**src/sv/ipte_pkg.sv**
```systemverilog
// Shared types and constants of the inverted page table engine.
// Holds the entry and row layouts, request modes and stream payload layouts.
// Depends on nothing; every other file of the engine imports it.
package ipte_pkg;

    // Field widths fixed by the interface.
    localparam int OWNER_W    = 16;
    localparam int VADDR_W    = 32;
    localparam int PADDR_W    = 32;
    localparam int TGT_W      = 10;
    localparam int IDX_OUT_W  = 10;
    localparam int FREED_W    = 11;
    localparam int MODE_W     = 3;
    localparam int CFG_IDX_W  = 1;
    localparam int CFG_DATA_W = 32;

    // One table row holds this many frames; the scan checks one row a cycle.
    localparam int LANES      = 16;
    localparam int LANE_W     = 4;
    localparam int LANE_CNT_W = LANE_W + 1;

    // Request modes carried on the slave tuser.
    typedef enum logic [MODE_W-1:0] {
        MODE_TRANSLATE = 3'd0,
        MODE_SET_DIRTY = 3'd1,
        MODE_INSTALL   = 3'd2,
        MODE_FREE_ONE  = 3'd3,
        MODE_FREE_PROC = 3'd4,
        MODE_SEARCH    = 3'd5
    } mode_t;

    // Configuration register indexes.
    localparam logic [CFG_IDX_W-1:0] REG_FRAME_BASE    = 1'b0;
    localparam logic [CFG_IDX_W-1:0] REG_FRAMES_IN_USE = 1'b1;

    // One frame entry of the table.
    typedef struct packed {
        logic [OWNER_W-1:0] owner;
        logic [VADDR_W-1:0] vaddr;
        logic               writeable;
        logic               dirty;
    } entry_t;

    typedef entry_t [LANES-1:0] row_t;

    localparam entry_t RESET_ENTRY = '{owner: '0, vaddr: '0, writeable: 1'b1, dirty: 1'b0};
    localparam row_t   RESET_ROW   = {LANES{RESET_ENTRY}};

    // Summary of one row compared against a request.
    typedef struct packed {
        logic                  any_hit;
        logic [LANE_W-1:0]     first_lane;
        logic                  first_w;
        logic [LANE_CNT_W-1:0] hit_cnt;
    } lane_sum_t;

    // Slave tdata layout, last field in the lowest bits.
    typedef struct packed {
        logic [3:0]         pad;
        logic               is_dirty;
        logic               can_write;
        logic [TGT_W-1:0]   target_frame;
        logic [VADDR_W-1:0] virt_addr;
        logic [OWNER_W-1:0] owner;
    } in_data_t;

    // Master tdata layout, last field in the lowest bits.
    typedef struct packed {
        logic [1:0]           pad;
        logic [FREED_W-1:0]   freed_count;
        logic                 write_ok;
        logic [IDX_OUT_W-1:0] frame_index;
        logic [PADDR_W-1:0]   phys_addr;
    } out_data_t;

endpackage

```
**src/sv/ipte_lane_match.sv**
```systemverilog
// Row comparator of the inverted page table engine: checks all frames of one row
// against a request, finds the lowest hit, counts hits and builds the updated row.
// Depends on ipte_pkg.
module ipte_lane_match
    import ipte_pkg::*;
#(
    parameter int ROW_W     = 6,
    parameter int LIM_W     = 11,
    parameter int PAGE_BITS = 12
) (
    input  row_t               row_in,
    input  logic [ROW_W-1:0]   row_idx,
    input  logic [LIM_W-1:0]   lim,
    input  logic [OWNER_W-1:0] owner,
    input  logic [VADDR_W-1:0] vaddr,
    input  logic [MODE_W-1:0]  mode,
    output row_t               row_out,
    output lane_sum_t          sum
);

    localparam int FI_W = ROW_W + LANE_W;

    logic             exact;
    logic             whole;
    logic [LANES-1:0] hits;
    logic [LANES-1:0] first_oh;

    assign exact = (mode == MODE_FREE_ONE) || (mode == MODE_SEARCH);
    assign whole = (mode == MODE_FREE_PROC);

    // Per-frame compare: inside the scan bound, same owner, address match.
    for (genvar j = 0; j < LANES; j++)
    begin : g_lane
        logic [FI_W-1:0]    idx;
        logic [VADDR_W-1:0] diff;
        logic               in_bound;
        logic               holds;
        logic               addr_ok;

        assign idx      = {row_idx, LANE_W'(j)};
        assign in_bound = LIM_W'(idx) < lim;
        assign diff     = vaddr - row_in[j].vaddr;
        assign holds    = (vaddr >= row_in[j].vaddr) && ((diff >> PAGE_BITS) == '0);
        assign addr_ok  = whole ? 1'b1 : (exact ? (vaddr == row_in[j].vaddr) : holds);
        assign hits[j]  = in_bound && (row_in[j].owner == owner) && addr_ok;
    end

    // Isolate the lowest hit.
    assign first_oh = hits & (~hits + LANES'(1));

    always_comb
    begin
        sum.any_hit    = |hits;
        sum.first_lane = '0;
        sum.first_w    = 1'b0;
        sum.hit_cnt    = LANE_CNT_W'($countones(hits));
        for (int j = 0; j < LANES; j++)
        begin
            if (first_oh[j])
            begin
                sum.first_lane = sum.first_lane | LANE_W'(j);
                sum.first_w    = sum.first_w | row_in[j].writeable;
            end
        end
    end

    // Updated row for set-dirty, free-one and free-process.
    always_comb
    begin
        row_out = row_in;
        for (int j = 0; j < LANES; j++)
        begin
            if ((mode == MODE_SET_DIRTY) && first_oh[j])
            begin
                row_out[j].dirty = 1'b1;
            end
            if (((mode == MODE_FREE_ONE) && first_oh[j]) || (whole && hits[j]))
            begin
                row_out[j].owner = '0;
                row_out[j].vaddr = '0;
            end
        end
    end

endmodule

```
**config.mk**
```make
export PLATFORM = sky130hd
export DESIGN_NAME = ipte_lane_match
export DESIGN_NICKNAME = d
export VERILOG_FILES = /design/src/sv/ipte_pkg.sv /design/src/sv/ipte_lane_match.sv
export SDC_FILE = /design/constraint.sdc
export NUM_CORES = 2
export LEC_CHECK = 0
export BUFFER_PORTS_ARGS = -buffer_cell sky130_fd_sc_hd__buf_2
export CORE_AREA = 4 4 659 661
export DETAILED_ROUTE_END_ITERATION = 16
export DIE_AREA = 0 0 663 665
export SLEW_MARGIN = 20
export SYNTH_ARGS = -nofsm -noshare
export SYNTH_HDL_FRONTEND = slang
export SYNTH_SLANG_ARGS = --single-unit
export TNS_END_PERCENT = 20
```
**constraint.sdc**
```tcl
create_clock -name vclk -period 7.3
set_input_delay 0 -clock vclk [all_inputs]
set_output_delay 0 -clock vclk [all_outputs]
set_load 0.01 [all_outputs]
```
**After elaboration in Yosys (flattened, before gate mapping)**

Index checks and enable logic that the tools add are counted.
W data, S select, Z words.

- Register bits: 0
- Bits of input ports: 868
- Output and inout port bits: 811
- Logic and storage cells: 327

- $add $sub $neg: 32
- $lt $le $gt $ge: 32
- Equal/unequal tests: 36
- Mux-type cells: 80
- Bitwise operators: 17
- Reduce and logical (&&, ||, !) cells: 130

Operator list:

| cell | number |
|---|---|
| $mux W48 | 16 |
| $eq A32 B32 Y1 | 16 |
| $ge A32 B32 Y1 | 16 |
| $logic_not A32 Y1 | 16 |
| $sub A32 B32 Y32 | 16 |
| $eq A16 B16 Y1 | 16 |
| $lt A10 B11 Y1 | 16 |
| $logic_and A1 B1 Y1 | 96 |
| $mux W1 | 49 |
| $mux W5 | 8 |
| $logic_or A1 B1 Y1 | 17 |
| $add A1 B1 Y2 | 8 |
| $add A16 B1 Y16 const B | 1 |
| $and A16 B16 Y16 | 1 |
| $mux W4 | 4 |
| $not A16 Y16 | 1 |
| $reduce_or A16 Y1 | 1 |
| $or A1 B1 Y1 | 15 |
| $add A2 B2 Y3 | 4 |
| $add A3 B3 Y4 | 2 |
| $eq A3 B3 Y1 const B | 2 |
| $mux W3 | 2 |
| $add A4 B4 Y5 | 1 |
| $eq A3 B1 Y1 const B | 1 |
| other kinds (2) | 2 |

**Logic depth before layout (Yosys ltp)**

- Depth after elaboration: 40
- Depth in mapped cells: 24
- Depth with buffers taken out: 23

**Worst setup path before layout**

OpenSTA, ideal clock, no wires.

- Path kind: in2out
- Start: input row_in[476] (netlist bit)
- End: output sum[2] (netlist bit)
- Arrival: 5.770 ns
- Required time: 7.300 ns
- Path slack: 1.530 ns
- Stages on the path: 20
- Path buffers: 1
- Path through: inv_1 ha_1 buf_2 nor2b_1 a32o_1 or4_1 nor4_1 o211ai_1 a2111o_1 or4_1 nor4_2 a41oi_1 fa_1 fa_1 fa_1 fa_1 inv_1 ha_1 fa_1 xor2_1

RTL lines:

| element | line | RTL |
|---|---|---|
| start, declared | ipte_lane_match.sv:11 | `input row_t row_in,` |
| end, declared | ipte_lane_match.sv:18 | `output lane_sum_t sum` |

==> summary.md <==
| Metric | Value |
|---|---|
| Status | `finished, final reports clean` |
| All-layer global routing usage | `23.9%` |
| Fraction of layout instances using a drive strength above 1 | `28.1%` |
| Placement Cell Area | `59200 sq um` |
| Total power after layout | `5.12 mW` |
| Share of the cycle needed by the critical path after routing | `98.0%` |
| Seq cells | `0` |
| Mean cell area of the mapped netlist | `6.44 sq um` |
| Gp weighted congestion | `about 1` |
| Post-DRT Antenna Nets | `0` |
| Most common library cell in the layout ignoring fill and taps | `buf_2` |
| Power density of the placed cells | `85.1 nW/um^2` |
| Wire length per cell after detailed routing | `39.7 microns` |
| Number of instances in the synthesized netlist | `6217` |
| Critical Setup Path Class | `in2out` |
| Ys Warns | `0` |
| Global route total overflow | `0` |
| Share of synthesized area occupied by flip-flops and latches | `0%` |
| Die X | `663 microns` |
| Number of global-route vias before repair | `approximately 55000` |
| Maximum operating frequency | `around 0.14 GHz` |
| Filler-free cell count of the finished design | `14100` |
| Net count, final | `9463` |
| Floorplan die area | `roughly 440000 sq um` |
| Core ar. | `429000 sq um` |
| Initial core utilization | `9.33%` |
| Count of buffer and inverter cells on the critical path | `8` |
| Count of final hold-check violations | `0` |
| Final-report setup violation count | `0` |
| Post-route DRC violation count | `0` |
| Dominant delay contributor by cell family on the critical path | `simple AND/OR/NAND/NOR gates` |
| Top cell type by total area after synthesis | `ha_1` |
| Class of the worst hold path | `in2out` |
| Die H | `665 microns` |
| Startpoint type of the worst setup path | `primary input` |
| Global-route wire length before repair | `668 mm` |
| Worst path most repeated cell | `fa_1` |
| Final number of max-transition violations | `0` |
| Data required time of the worst path | `7.30 ns` |
| Maximum number of pins on one net before global-route repair | `49` |
| Initial antenna violation count | `between 300 and 400` |
| Most frequent cells in the layout | `buf_2 (1575), and2_1 (749), inv_1 (654)` |
| Num rows | `roughly 240` |
| Max-Slew Margin vs Limit | `30.0%` |
| Total of hold buffers inserted after clock tree synthesis | `0` |
| Number of top-level pins | `1679` |
| Top cell type's share of synthesized area | `around 16%` |
| Total Wirelength | `around 560 mm` |
| Fill cell count | `50200` |
| Clock buffer cells | `0` |
| Worst Setup End Kind | `output port` |
| RSZ-0062 raised after global routing | `true` |
| Top area cells in the synthesized netlist | `ha_1 (16%), and2_1 (12%), a21oi_1 (6.7%)` |
| Count of port buffers added during placement | `1679` |
| DP Cell Count | `13800` |
| Summed instance area of the synthesized netlist | `about 40000 sq um` |
| Area growth syn-to-layout | `50.3%` |
| Sequential Area | `0 sq um` |
| Via Count | `59800` |
| Number of distinct library cell variants in the gate-level netlist after synthesis | `104` |
| Number of max-capacitance violations reported | `0` |
| Worst path max stage delay | `0.84 ns` |
| Layout Cell Area excl Fill | `around 60000 sq um` |
| Worst Max-Slew Pin Slew | `1.04 ns` |
| Slowest cell on the critical path | `nor4_1` |
| Count of TritonRoute iterations in the first routing pass | `6` |
| Setup WS post-layout | `0.143 ns` |
| Post-synth net total | `around 7600` |
| Post-layout minimum cycle time | `7.16 ns` |
| Detailed Place HPWL | `513 mm` |
| Total leakage power | `27.1 nW` |
| Dpl ws | `-0.178 ns` |
| Vias per cell | `4.25` |
| Crit Path Max Fanout | `9` |
| Iteration-0 DRC count of the detailed router | `5527` |
| Endpoint arrival time on the critical path | `roughly 7.2 ns` |
| Peak supply drop | `0.0000639 V` |
[synth_stat cells, drive strengths merged (29+ instances only)]
master	n
ha	526
buf	114
xor2	184
nor4	108
and2	753
a211o	30
o21bai	53
o31ai	38
nand4	200
clkbuf	157
mux2i	36
nor2b	62
nand2b	63
nand3	141
inv	655
nand2	450
o2111ai	29
a31oi	68
or3	41
or4	38
nor2	352
o21ai	303
and3	58
a21oi	539
o21a	103
a211oi	73
nor3	140
xnor2	198
a21o	139
a2111oi	34
o211ai	89
[tightest hold or removal path: stages]
cell	delay, ns
buf_2	0.08
and2_1	0.10
buf_2	0.12
[power breakdown]
group	leakage, nW	switching [mW]	internal, mW
logic	27.1	3.39	1.73
registers	0	0	0
clock network	0.00189	0	0.00000485
total	27.1	3.39	1.73
[cell type report]
| class | count | area, sq um | share of cell area [%] |
|---|---|---|---|
| multi-input combinational | 5291 | 36700 | 61.0 |
| timing repair buffer | 2111 | 13100 | 21.9 |
| tap | 5710 | 7140 | 11.9 |
| inverter | 655 | 2460 | 4.09 |
| antenna | 295 | 738 | 1.23 |
[per-layer routing]
layer | track usage (%) | share of wire (%)
met2 | 36.1 | 42
met3 | 9.52 | 10
met5 | 0 | 0.10
met4 | 15.8 | 8.1
met1 | 27.8 | 40
[final timing paths]
kind	start	to	slack, ns	cells past startpoint
max	owner[14]	sum[4]	0.14	26
min	row_in[65]	row_out[65]	0.31	3
[per-stage QoR]
| step | hold WS [ns] | utilization (%) | setup TNS [ns] |
|---|---|---|---|
| 2_1_floorplan | 0.0918 | - | 0 |
| 3_3_place_gp | 0.310 | 13.8 | -0.737 |
| 3_5_place_dp | 0.305 | 13.8 | -0.413 |
| 4_1_cts | 0.306 | 13.8 | 0 |
| 5_1_grt | 0.323 | 14.0 | -0.0466 |
| 6_report | 0.307 | 14.0 | 0 |
[logic make-up (layout without fill, tap and decap cells)]
kind of cell / Yosys count / in the layout / share of synthesized area, %
buffers and inverters: 926 / 2766 / 9.35
adders and majority gates: 536 / 536 / 16.9
other: 0 / 295 / 0
and+or+nand+nor: 2560 / 2560 / 35.1
muxes: 53 / 53 / 1.38
AOI/OAI and AO/OA: 1760 / 1760 / 28.9
xor gates and xnor gates: 382 / 382 / 8.36
[what timing repair did]
item / CTS / global route
gates resized for setup: 12 / 26
endpoints found under the setup margin: 4 / 4
buffers inserted: 0 / 1
pin swaps: 0 / 3
endpoints found under the hold margin: 0 / 0
No activity file was read; power rests on OpenSTA's default activity.
